--- src/hdl/rcidt_pkg.sv ---
// Shared types, codes and defaults for the reference-counted ID table.
`timescale 1ns / 1ps
`default_nettype none

package rcidt_pkg;

    localparam int TABLE_ENTRIES_DEF = 64;
    localparam int COUNT_BITS_DEF    = 16;

    localparam logic [2:0] CMD_QUERY     = 3'd0;
    localparam logic [2:0] CMD_ADD       = 3'd1;
    localparam logic [2:0] CMD_DELETE    = 3'd2;
    localparam logic [2:0] CMD_GET_COUNT = 3'd3;
    localparam logic [2:0] CMD_RESET_ALL = 3'd4;

    localparam logic [1:0] STS_OK        = 2'd0;
    localparam logic [1:0] STS_NOT_FOUND = 2'd1;
    localparam logic [1:0] STS_FULL      = 2'd2;
    localparam logic [1:0] STS_DISABLED  = 2'd3;

    typedef struct packed {
        logic [2:0]  command;
        logic [31:0] thread_id;
        logic        hard_flush;
    } req_t;

    typedef struct packed {
        logic [1:0]  status;
        logic        present;
        logic [15:0] ref_count;
    } rsp_t;

    typedef enum logic [2:0] {
        ST_CLEAR,
        ST_IDLE,
        ST_DISPATCH,
        ST_SCAN,
        ST_APPLY,
        ST_RESP
    } state_t;

endpackage

`default_nettype wire

--- src/hdl/rcidt_store.sv ---
// Entry store: one write port, one read port with registered read data.
`timescale 1ns / 1ps
`default_nettype none

module rcidt_store #(
    parameter int DEPTH = 64,
    parameter int WIDTH = 49,
    parameter int AW    = 6
) (
    input  wire logic             clk,
    input  wire logic             we,
    input  wire logic [AW-1:0]    waddr,
    input  wire logic [WIDTH-1:0] wdata,
    input  wire logic             re,
    input  wire logic [AW-1:0]    raddr,
    output logic      [WIDTH-1:0] rdata
);

    logic [WIDTH-1:0] mem [DEPTH];

    always_ff @(posedge clk)
    begin
        if (we)
        begin
            mem[waddr] <= wdata;
        end
    end

    always_ff @(posedge clk)
    begin
        if (re)
        begin
            rdata <= mem[raddr];
        end
    end

endmodule

`default_nettype wire

--- src/hdl/refcounted_id_table_unit.sv ---
// Top level of the reference-counted ID table: sequencer, compare unit and hints.
// A scanning command reads the store row by row and ends early when a match is found;
// queries answered by the hit or miss hint, disabled and unknown commands skip the scan.
// Reset_all clears the store, one row cleared per cycle.
// One request at a time; the single store read port sets the pace of the scan.
// After reset a clearing pass writes every store row before the first request is taken.
`timescale 1ns / 1ps
`default_nettype none

module refcounted_id_table_unit #(
    parameter int TABLE_ENTRIES = rcidt_pkg::TABLE_ENTRIES_DEF,
    parameter int COUNT_BITS    = rcidt_pkg::COUNT_BITS_DEF
) (
    input  wire logic         clk,
    input  wire logic         rst_n,
    input  wire logic         cfg_we,
    input  wire logic         cfg_wdata,
    input  wire logic         req_valid,
    output logic              req_ready,
    input  wire rcidt_pkg::req_t req,
    output logic              rsp_valid,
    input  wire logic         rsp_ready,
    output rcidt_pkg::rsp_t   rsp
);

    import rcidt_pkg::*;

    localparam int AW = (TABLE_ENTRIES > 1) ? $clog2(TABLE_ENTRIES) : 1;
    localparam int CW = COUNT_BITS;
    localparam int WW = 1 + CW + 32;
    localparam logic [CW-1:0] CMAX = {CW{1'b1}};
    localparam logic [AW:0]   N_CNT = (AW + 1)'(TABLE_ENTRIES);
    localparam logic [AW:0]   LAST_CNT = (AW + 1)'(TABLE_ENTRIES - 1);
    localparam logic [AW-1:0] LAST_IDX = AW'(TABLE_ENTRIES - 1);

    state_t state_reg, state_next;

    req_t          req_reg, req_next;
    logic          en_reg, en_next;
    logic          pending_reg, pending_next;
    logic [AW:0]   issue_reg, issue_next;
    logic          rvalid_reg, rvalid_next;
    logic [AW-1:0] ridx_reg, ridx_next;
    logic          found_reg, found_next;
    logic [AW-1:0] found_idx_reg, found_idx_next;
    logic [CW-1:0] found_cnt_reg, found_cnt_next;
    logic          free_reg, free_next;
    logic [AW-1:0] free_idx_reg, free_idx_next;
    rsp_t          res_reg, res_next;
    logic [31:0]   hit_id_reg, hit_id_next;
    logic          hit_vld_reg, hit_vld_next;
    logic [31:0]   miss_id_reg, miss_id_next;
    logic          miss_vld_reg, miss_vld_next;
    logic          rsp_valid_reg, rsp_valid_next;
    rsp_t          rsp_reg, rsp_next;

    logic          mem_we;
    logic [AW-1:0] mem_waddr;
    logic [WW-1:0] mem_wdata;
    logic          mem_re;
    logic [AW-1:0] mem_raddr;
    logic [WW-1:0] rword;

    logic          r_vld;
    logic [CW-1:0] r_cnt;
    logic [31:0]   r_id;
    logic          scan_hit;
    logic          scan_last;
    logic          hint_hit;
    logic          hint_miss;
    logic          issue_more;
    logic [CW-1:0] cnt_inc;
    logic [CW-1:0] cnt_dec;
    logic          del_free;
    logic [CW+15:0] cnt_ext;
    logic [15:0]   cnt16;

    rcidt_store #(
        .DEPTH (TABLE_ENTRIES),
        .WIDTH (WW),
        .AW    (AW)
    ) u_store (
        .clk   (clk),
        .we    (mem_we),
        .waddr (mem_waddr),
        .wdata (mem_wdata),
        .re    (mem_re),
        .raddr (mem_raddr),
        .rdata (rword)
    );

    assign r_vld = rword[WW-1];
    assign r_cnt = rword[WW-2:32];
    assign r_id  = rword[31:0];

    assign scan_hit   = rvalid_reg && r_vld && (r_id == req_reg.thread_id);
    assign scan_last  = rvalid_reg && (ridx_reg == LAST_IDX);
    assign hint_hit   = hit_vld_reg && (hit_id_reg == req_reg.thread_id);
    assign hint_miss  = miss_vld_reg && (miss_id_reg == req_reg.thread_id);
    assign issue_more = (issue_reg < N_CNT);

    assign cnt_inc  = (found_cnt_reg == CMAX) ? found_cnt_reg : found_cnt_reg + 1'b1;
    assign cnt_dec  = (found_cnt_reg != '0) ? found_cnt_reg - 1'b1 : found_cnt_reg;
    assign del_free = (cnt_dec == '0) || req_reg.hard_flush;
    assign cnt_ext  = {16'd0, found_cnt_reg};
    assign cnt16    = (|cnt_ext[CW+15:16]) ? 16'hFFFF : cnt_ext[15:0];

    assign req_ready = (state_reg == ST_IDLE);
    assign rsp_valid = rsp_valid_reg;
    assign rsp       = rsp_reg;

    // next state
    always_comb
    begin
        state_next = state_reg;
        case (state_reg)
            ST_CLEAR:
            begin
                if (issue_reg == LAST_CNT)
                begin
                    state_next = pending_reg ? ST_RESP : ST_IDLE;
                end
            end
            ST_IDLE:
            begin
                if (req_valid)
                begin
                    state_next = ST_DISPATCH;
                end
            end
            ST_DISPATCH:
            begin
                if (!en_reg)
                begin
                    state_next = ST_RESP;
                end
                else
                begin
                    case (req_reg.command)
                        CMD_QUERY:
                        begin
                            state_next = (hint_hit || hint_miss) ? ST_RESP : ST_SCAN;
                        end
                        CMD_ADD, CMD_DELETE, CMD_GET_COUNT: state_next = ST_SCAN;
                        CMD_RESET_ALL:                      state_next = ST_CLEAR;
                        default:                            state_next = ST_RESP;
                    endcase
                end
            end
            ST_SCAN:
            begin
                if (scan_hit || scan_last)
                begin
                    state_next = ST_APPLY;
                end
            end
            ST_APPLY:
            begin
                state_next = ST_RESP;
            end
            ST_RESP:
            begin
                if (!rsp_valid_reg || rsp_ready)
                begin
                    state_next = ST_IDLE;
                end
            end
            default:
            begin
                state_next = ST_IDLE;
            end
        endcase
    end

    // store controls
    always_comb
    begin
        mem_we    = 1'b0;
        mem_waddr = found_idx_reg;
        mem_wdata = {1'b1, cnt_inc, req_reg.thread_id};
        mem_re    = 1'b0;
        mem_raddr = issue_reg[AW-1:0];
        case (state_reg)
            ST_CLEAR:
            begin
                mem_we    = 1'b1;
                mem_waddr = issue_reg[AW-1:0];
                mem_wdata = '0;
            end
            ST_SCAN:
            begin
                mem_re = issue_more;
            end
            ST_APPLY:
            begin
                case (req_reg.command)
                    CMD_ADD:
                    begin
                        if (found_reg)
                        begin
                            mem_we = 1'b1;
                        end
                        else if (free_reg)
                        begin
                            mem_we    = 1'b1;
                            mem_waddr = free_idx_reg;
                            mem_wdata = {1'b1, CW'(1), req_reg.thread_id};
                        end
                    end
                    CMD_DELETE:
                    begin
                        if (found_reg)
                        begin
                            mem_we    = 1'b1;
                            mem_wdata = {~del_free, cnt_dec, req_reg.thread_id};
                        end
                    end
                    default:
                    begin
                        mem_we = 1'b0;
                    end
                endcase
            end
            default:
            begin
                mem_we = 1'b0;
            end
        endcase
    end

    // datapath
    always_comb
    begin
        req_next       = req_reg;
        en_next        = cfg_we ? cfg_wdata : en_reg;
        pending_next   = pending_reg;
        issue_next     = issue_reg;
        rvalid_next    = 1'b0;
        ridx_next      = ridx_reg;
        found_next     = found_reg;
        found_idx_next = found_idx_reg;
        found_cnt_next = found_cnt_reg;
        free_next      = free_reg;
        free_idx_next  = free_idx_reg;
        res_next       = res_reg;
        hit_id_next    = hit_id_reg;
        hit_vld_next   = hit_vld_reg;
        miss_id_next   = miss_id_reg;
        miss_vld_next  = miss_vld_reg;
        rsp_valid_next = rsp_valid_reg && !rsp_ready;
        rsp_next       = rsp_reg;

        case (state_reg)
            ST_CLEAR:
            begin
                issue_next = issue_reg + 1'b1;
            end
            ST_IDLE:
            begin
                if (req_valid)
                begin
                    req_next     = req;
                    pending_next = 1'b1;
                end
            end
            ST_DISPATCH:
            begin
                issue_next = '0;
                found_next = 1'b0;
                free_next  = 1'b0;
                res_next   = '{status: STS_OK, present: 1'b0, ref_count: 16'd0};
                if (!en_reg)
                begin
                    res_next.status = STS_DISABLED;
                end
                else
                begin
                    case (req_reg.command)
                        CMD_QUERY:
                        begin
                            res_next.present = hint_hit;
                        end
                        CMD_ADD:
                        begin
                            miss_vld_next = 1'b0;
                        end
                        CMD_DELETE, CMD_GET_COUNT, CMD_RESET_ALL:
                        begin
                            hit_vld_next = 1'b0;
                        end
                        default:
                        begin
                            res_next.status = STS_OK;
                        end
                    endcase
                end
            end
            ST_SCAN:
            begin
                if (issue_more)
                begin
                    issue_next  = issue_reg + 1'b1;
                    rvalid_next = 1'b1;
                    ridx_next   = issue_reg[AW-1:0];
                end
                if (scan_hit)
                begin
                    found_next     = 1'b1;
                    found_idx_next = ridx_reg;
                    found_cnt_next = r_cnt;
                end
                else if (rvalid_reg && !r_vld && !free_reg)
                begin
                    free_next     = 1'b1;
                    free_idx_next = ridx_reg;
                end
            end
            ST_APPLY:
            begin
                case (req_reg.command)
                    CMD_QUERY:
                    begin
                        if (found_reg)
                        begin
                            res_next.present = 1'b1;
                            hit_id_next      = req_reg.thread_id;
                            hit_vld_next     = 1'b1;
                        end
                        else
                        begin
                            miss_id_next  = req_reg.thread_id;
                            miss_vld_next = 1'b1;
                        end
                    end
                    CMD_ADD:
                    begin
                        if (!found_reg && !free_reg)
                        begin
                            res_next.status = STS_FULL;
                        end
                    end
                    CMD_DELETE:
                    begin
                        if (!found_reg)
                        begin
                            res_next.status = STS_NOT_FOUND;
                        end
                    end
                    CMD_GET_COUNT:
                    begin
                        if (found_reg)
                        begin
                            res_next.ref_count = cnt16;
                        end
                    end
                    default:
                    begin
                        res_next = res_reg;
                    end
                endcase
            end
            ST_RESP:
            begin
                if (!rsp_valid_reg || rsp_ready)
                begin
                    rsp_next       = res_reg;
                    rsp_valid_next = 1'b1;
                    pending_next   = 1'b0;
                end
            end
            default:
            begin
                pending_next = pending_reg;
            end
        endcase
    end

    always_ff @(posedge clk or negedge rst_n)
    begin
        if (!rst_n)
        begin
            state_reg     <= ST_CLEAR;
            en_reg        <= 1'b0;
            pending_reg   <= 1'b0;
            issue_reg     <= '0;
            rvalid_reg    <= 1'b0;
            found_reg     <= 1'b0;
            free_reg      <= 1'b0;
            hit_id_reg    <= '0;
            hit_vld_reg   <= 1'b0;
            miss_id_reg   <= '0;
            miss_vld_reg  <= 1'b0;
            rsp_valid_reg <= 1'b0;
        end
        else
        begin
            state_reg     <= state_next;
            en_reg        <= en_next;
            pending_reg   <= pending_next;
            issue_reg     <= issue_next;
            rvalid_reg    <= rvalid_next;
            found_reg     <= found_next;
            free_reg      <= free_next;
            hit_id_reg    <= hit_id_next;
            hit_vld_reg   <= hit_vld_next;
            miss_id_reg   <= miss_id_next;
            miss_vld_reg  <= miss_vld_next;
            rsp_valid_reg <= rsp_valid_next;
        end
    end

    always_ff @(posedge clk)
    begin
        req_reg       <= req_next;
        ridx_reg      <= ridx_next;
        found_idx_reg <= found_idx_next;
        found_cnt_reg <= found_cnt_next;
        free_idx_reg  <= free_idx_next;
        res_reg       <= res_next;
        rsp_reg       <= rsp_next;
    end

endmodule

`default_nettype wire

--- config.mk ---
export PLATFORM = sky130hd
export DESIGN_NAME = refcounted_id_table_unit
export DESIGN_NICKNAME = d
export VERILOG_FILES = /design/src/hdl/rcidt_pkg.sv /design/src/hdl/rcidt_store.sv /design/src/hdl/refcounted_id_table_unit.sv
export SDC_FILE = /design/constraint.sdc
export NUM_CORES = 2
export LEC_CHECK = 0
export BUFFER_PORTS_ARGS = -buffer_cell sky130_fd_sc_hd__buf_2
export CORE_ASPECT_RATIO = 1.75
export CORE_MARGIN = 4
export CORE_UTILIZATION = 36
export DETAILED_ROUTE_END_ITERATION = 16
export GPL_TIMING_DRIVEN = 0
export RECOVER_POWER = 100
export SLEW_MARGIN = 5
export SYNTH_ARGS = -nofsm -noshare
export SYNTH_HDL_FRONTEND = slang
export SYNTH_SLANG_ARGS = --single-unit
--- constraint.sdc ---
create_clock -name clk -period 12 [get_ports clk]
set_input_delay 1.2 -clock clk [delete_from_list [all_inputs] [get_ports clk]]
set_output_delay 1.2 -clock clk [all_outputs]
set_load 0.05 [all_outputs]
; Word-level counts from Yosys, hierarchy flattened
; Memories as Yosys holds them, arrays and structs flattened. A register that Yosys moved wholly into a read port is not among the register bits.
; Index checks and enable logic that the tools add are counted.
[totals]
memories = 1
ram_bits = 3136
out_inout_bits = 21
regBits = 190
inputBits = 42
[classes]
muxes = 61
n_bitwise = 3
addsub = 3
reduce_logical = 45
n_eq_ne = 33
n_lt_le_gt_ge = 1
[mem_list]
columns = memory, words, word_bits, read_ports, rd_ports_with_merged_regs, wr, line_no
row1 = u_store.mem, 64, 49, 1, 1, 1, rcidt_store.sv:19  ; logic [WIDTH-1:0] mem [DEPTH];
[ops]
columns = op, n
row1 = 49-bit case mux with 2 select lines, 2
row2 = 32-bit equality test, 3
row3 = 48-bit 2-to-1 mux, 2
row4 = 16-bit 2-to-1 mux, 4
row5 = 49-bit 2-to-1 mux, 1
row6 = 19-bit case mux with 2 select lines, 1
row7 = 1-bit 2-to-1 mux, 25
row8 = 2-bit != test (second input constant), 12
row9 = 3-bit 2-to-1 mux, 7
row10 = 7-bit case mux with 3 select lines, 1
row11 = 3-bit AND reduction, 7
row12 = 6-bit 2-to-1 mux, 3
row13 = 3-bit case mux with 6 select lines, 1
row14 = 16-bit by 1-bit adder with 16-bit output (second input constant), 1
row15 = 16-bit equality test (second input constant), 1
row16 = 16-bit logical NOT, 1
row17 = 16-bit nonzero test, 1
row18 = 16-bit by 1-bit subtractor with 16-bit output (second input constant), 1
row19 = 1-bit case mux with 2 select lines, 7
row20 = 3-bit by 2-bit equality test with 1-bit output (second input constant), 4
row21 = 6-bit case mux with 2 select lines, 1
row22 = 2-bit AND reduction, 6
row23 = 5-bit AND reduction, 2
row24 = 3-bit equality test (second input constant), 3
row25 = 20 further kinds, 49

; Logic depth before layout (Yosys ltp)
[logic_depth]
word_depth = 8
depth_mapped = 10
depth_no_buf = 8

; Modules after synthesis
; From an unflattened synthesis, not the netlist that was laid out.
[hier_totals]
hier_cells = 6091
area_unflattened_um2 = 130092.3
[modules_own_cells]
columns = module, seq_area_each_um2, area_per_inst_um2, cells_each, n_inst
row1 = rcidt_store, 95641.7, 120473.0, 5282, 1
row2 = refcounted_id_table_unit, 5295.1, 9619.2, 809, 1

; Worst setup path after synthesis
; Ideal clock, no wire load.
[synth_path]
path_type = register to register
start = reg found_cnt_reg[0], in the netlist cnt16[0]
end = mem u_store.mem[0][32], data pin
setup_slack_ns = 6.707
t_arrival_ns = 4.571
stages_incl_launch_ff = 9
setup_time_ns = 0.722
required_ns = 11.278
path_buffers = 1
cell_sequence = edfxtp_1 clkbuf_1 inv_1 ha_1 nor3b_1 nand4_1 mux2i_1 mux2_2 a211oi_1
[synth_via]
elab_chain_len = 6
elab_cells_between_ends = 11
cone_classes = 2 x add/sub / 1 x eq/ne / 7 x mux / 1 x reduce/logical
[synth_lines]
columns = item, line_no
row1 = "start, declared", refcounted_id_table_unit.sv:46  ; logic [CW-1:0] found_cnt_reg, found_cnt_next;
row2 = "start signal, assigned", refcounted_id_table_unit.sv:417  ; found_cnt_reg <= found_cnt_next;
row3 = 16-bit by 1-bit adder with 16-bit output / 16-bit equality test (equally long branches), refcounted_id_table_unit.sv:102  ; assign cnt_inc = (found_cnt_reg == CMAX) ? found_cnt_reg : found_cnt_reg + 1'b1;
row4 = 16-bit 2-to-1 mux, refcounted_id_table_unit.sv:102
row5 = 48-bit 2-to-1 mux, refcounted_id_table_unit.sv:203  ; else if (free_reg)
row6 = 48-bit 2-to-1 mux, refcounted_id_table_unit.sv:199  ; if (found_reg)
row7 = 49-bit case mux with 2 select lines, refcounted_id_table_unit.sv:196  ; case (req_reg.command)
row8 = 49-bit case mux with 2 select lines *, refcounted_id_table_unit.sv:183  ; case (state_reg)
row9 = named net mem_wdata[32], refcounted_id_table_unit.sv:59  ; logic [WW-1:0] mem_wdata;
row10 = "end, declared", rcidt_store.sv:19
; Mark *: on every way through the listed nets, which the timed path passes. The rest lies on a longest branch.

; Worst setup path after layout
[layout_path]
start = reg issue_reg[0]
end = mem u_store.mem[9][37], enable pin
[layout_via]
elab_chain_len = 1
[layout_lines]
columns = item, line_no
row1 = "start, declared", refcounted_id_table_unit.sv:41  ; logic [AW:0] issue_reg, issue_next;
row2 = "start signal, assigned", refcounted_id_table_unit.sv:400  ; issue_reg <= issue_next;
row3 = 6-bit case mux with 2 select lines, refcounted_id_table_unit.sv:183
; Every way passes these cells.

==> impl_metrics.yaml <==
cells_and_area:
  drive_gt1_share_pct: 25.4
  finalNonFillerCells: 10942
  non_filler_cell_area_final_um2: 146000
  final_net_count: 6077
  num-fill-cells: 31020
  largest_register_ffs: 3136
  area_of_all_sequential_standard_cells_um2: 101000
  flow.area_growth_from_synthesis_pct: 12.4
  multi_input_comb_area_um2: 27200
floorplanning:
  fp.dieH_um: 802
  boundaryPins: 63
  initial_core_utilization_pct: 36.1
  fp.coreArea_um2: 359000
  design.die.area_um2: 370000
  rows: 291
  die_w_um: 462
placement:
  placed_cells_incl_taps: 10435
  place_congestion: 0.938
  port-buffer-count: 62
  place_hpwl_mm: 250
  cell_area_reported_after_detailed_placement_um2: 141000
detailed_routing:
  wl_met1_mm: 114
  drt-total-wl_mm: 359
  wl_met3_mm: 20.5
  routed-wl-met2_mm: 204
  drt-initial-drc-count: 6590
  drt-vias-per-instance: 5.62
  drc: 0
  highest_layer: "met5"
  avgRoutedWirePerCell_um: 32.8
  detailroute.via_count: 61516
  first_pass_iters: 7
  antenna_violating_nets_post_route: 0
clock_tree:
  cts_tree: "built"
  clockRootBuffer: "clkbuf_16"
  post_cts.resized_instances: 0
  clk_path_buf_depth: 4
  post-cts-setup-buffers: 0
  cts-htree-levels: 5
  cts-buffers-inserted: 282
  clk-insertion-delay-late_ns: 0.88
  cts.sink_count: 3375
  cts_hold_buffers: 0
  clk_pin_slew_worst_paths_ns: 0.07
power:
  power_per_cell_area_nw_per_um2: 234
  power.ir.vdd_worst_mv: 0.133
  power_leakage_nw: 44.4
sta:
  setup_tns_ns: 0
  grt_setup_unrepaired: "false"
  clock_skew_ns: 0.0463
  worst_pin_slew_ns: 3.93
  relSlewSlack_pct: -165
  ratio_of_final_minimum_period_to_clock_period_pct: 70.9
  max_freq_mhz: 118
  report.final.setup_viol: 0
  maxSlewViolCount: 5248
  final.min_clock_period_ns: 8.51
  finalHoldViolations: 0
global_routing:
  grt-ovfl-total: 0
  grt_start_max_net_pins: 65
  grt_antenna_before_repair: 21
  grt_pass1_wl_mm: 501
  gr-usage-all-layers_pct: 19.2
  grt_pass1_vias: 65076
logic_synthesis:
  most_used_dff_post_synth: "edfxtp_1"
  post_synth_instance_area_um2: 130000
  asyncSetResetFlopFracSynth_pct: 2.43
  synth_largest_area_cell: "edfxtp_1"
  synth_cell_types: 55
  synth_edf_count: 3293
  synthCells: 5466
  postSynthAreaPerCell_um2: 23.7
  synth-warning-count: 0
  post_synth_main_area_contributors: "edfxtp_1 76%, mux4_2 17%, dfrtp_1 1.6%"
  mappedNetlistNets: 5512
  synth-seq-area-share_pct: 77.9
  ys_ff_latch: 3375
  post-synth-top-area-fraction_pct: 76.3
outcome:
  outcome: "finished, violations left"
  violations: "max-capacitance violations, max-slew violations"
critical_path:
  crit_required_ns: 12.44
  path_class: "reg -> reg"
  startpoint_type: "flop"
  crit_path_max_fanout: 13
  end_kind: "flop"
  worst-endpoint-arrival_ns: 8.95
hold_path:
  min-delay-path-class: "reg -> reg"
flow_run:
  drv_cap: 214
cell type report:
class	count	area share, %
Buffer	313	0.941
Timing Repair Buffer	281	0.859
Antenna cell	10	0.0172
Inverter	14	0.0361
Tap cell	4688	4.03
Clock inverter	141	0.914
Sequential cell	3375	69.3
Multi-Input combinational cell	1764	18.7
Clock buffer	356	5.20
Yosys cell counts, drive strengths merged (2+ instances only):
library cell / count
a311oi: 2
dfrtp: 82
mux4: 980
and2: 37
a221oi: 2
a31oi: 7
a21o: 8
ha: 4
nor3b: 3
nand3: 34
buf: 115
or4: 2
and3: 18
nor2b: 4
o211ai: 3
clkbuf: 198
nand2b: 7
mux2: 64
o21ai: 23
nand3b: 6
mux2i: 6
nand2: 85
o31ai: 4
nor4: 21
edfxtp: 3293
o21a: 2
a2111oi: 2
xor2: 63
a21oi: 32
xnor2: 41
o32ai: 2
nor4b: 3
nand4: 35
a211oi: 3
o41ai: 2
or3: 3
and4: 3
a22oi: 101
nor2: 106
o21bai: 2
or2: 3
nor3: 18
inv: 14
o22ai: 15
routing by layer:
layer	up-vias	track usage, %
met2	2757	37.2
met3	919	2.29
li1	24479	-
met4	2	9.21
met5	-	0
met1	33359	20.2
per-stage QoR:
stage	setup slack (ns)	hold slack [ns]	utilization, %	total power [mW]
after global placement	2.98	0.410	37.9	25.1
after global routing	3.21	0.432	40.6	35.3
after CTS	6.61	0.156	41.8	34.7
final	3.49	0.418	40.6	34.2
after floorplan	6.71	0.400	-	21.2
after detailed placement	6.72	0.405	39.3	25.6
path summary, 6_finish.rpt:
path / start / to / slack [ns] / depth (start not counted)
min reg2reg: u_store.rdata[34] / cnt16[2] / 0.42 / 0
max in group asynchronous: rst_n / hit_id_reg[12] / 7.48 / 2
min: u_store.rdata[34] / cnt16[2] / 0.42 / 0
max: issue_reg[0] / u_store.mem[9][37] / 3.49 / 10
min in group asynchronous: rst_n / hit_id_reg[9] / 0.56 / 1
max reg2reg: issue_reg[0] / u_store.mem[9][37] / 3.49 / 10
cell usage in the layout, fill, tap and decap left out, drive strengths merged, types with 7 or more instances in the layout:
cell type and instances:
nor2 106, xnor2 41, diode 10, inv 23
edfxtp 3293, bufinv 25, buf 148, nor4 21
a21o 8, a31oi 7, xor2 63, o22ai 15
and3 18, nand3 34, a22oi 101, a21oi 32
nand2b 7, mux2 64, o21ai 23, nor3 18
nand2 85, clkinv 101, clkbuf 802, and2 37
mux4 980, nand4 35, dfrtp 82
where the power goes:
group,total (mW),internal [mW],switching [mW]
sequential,14.9,14.7,0.166
clock,9.19,5.03,4.16
combinational,10.1,3.83,6.27
total,34.2,23.6,10.6
kinds of logic after synthesis:
kind of cell	after synthesis	share of synthesized area, %
muxes	1050	17.6
and+or+nand+nor	392	1.50
AOI/OAI and AO/OA	214	1.13
DFF	3375	77.9
buffers and inverters	327	1.10
adders and majority gates	4	0.0386
xor gates and xnor gates	104	0.703
critical path, stage by stage (launching register included):
cell,delay (ns)
dfrtp_1,0.38
clkbuf_1,0.20
clkbuf_1,0.82
clkbuf_1,0.79
clkbuf_1,1.02
o22ai_1,0.21
a21oi_1,0.69
nand4_1,0.56
nor2_1,1.37
clkbuf_1,1.01
clkbuf_1,0.99
Note: power is estimated with default switching activity, not from simulation.
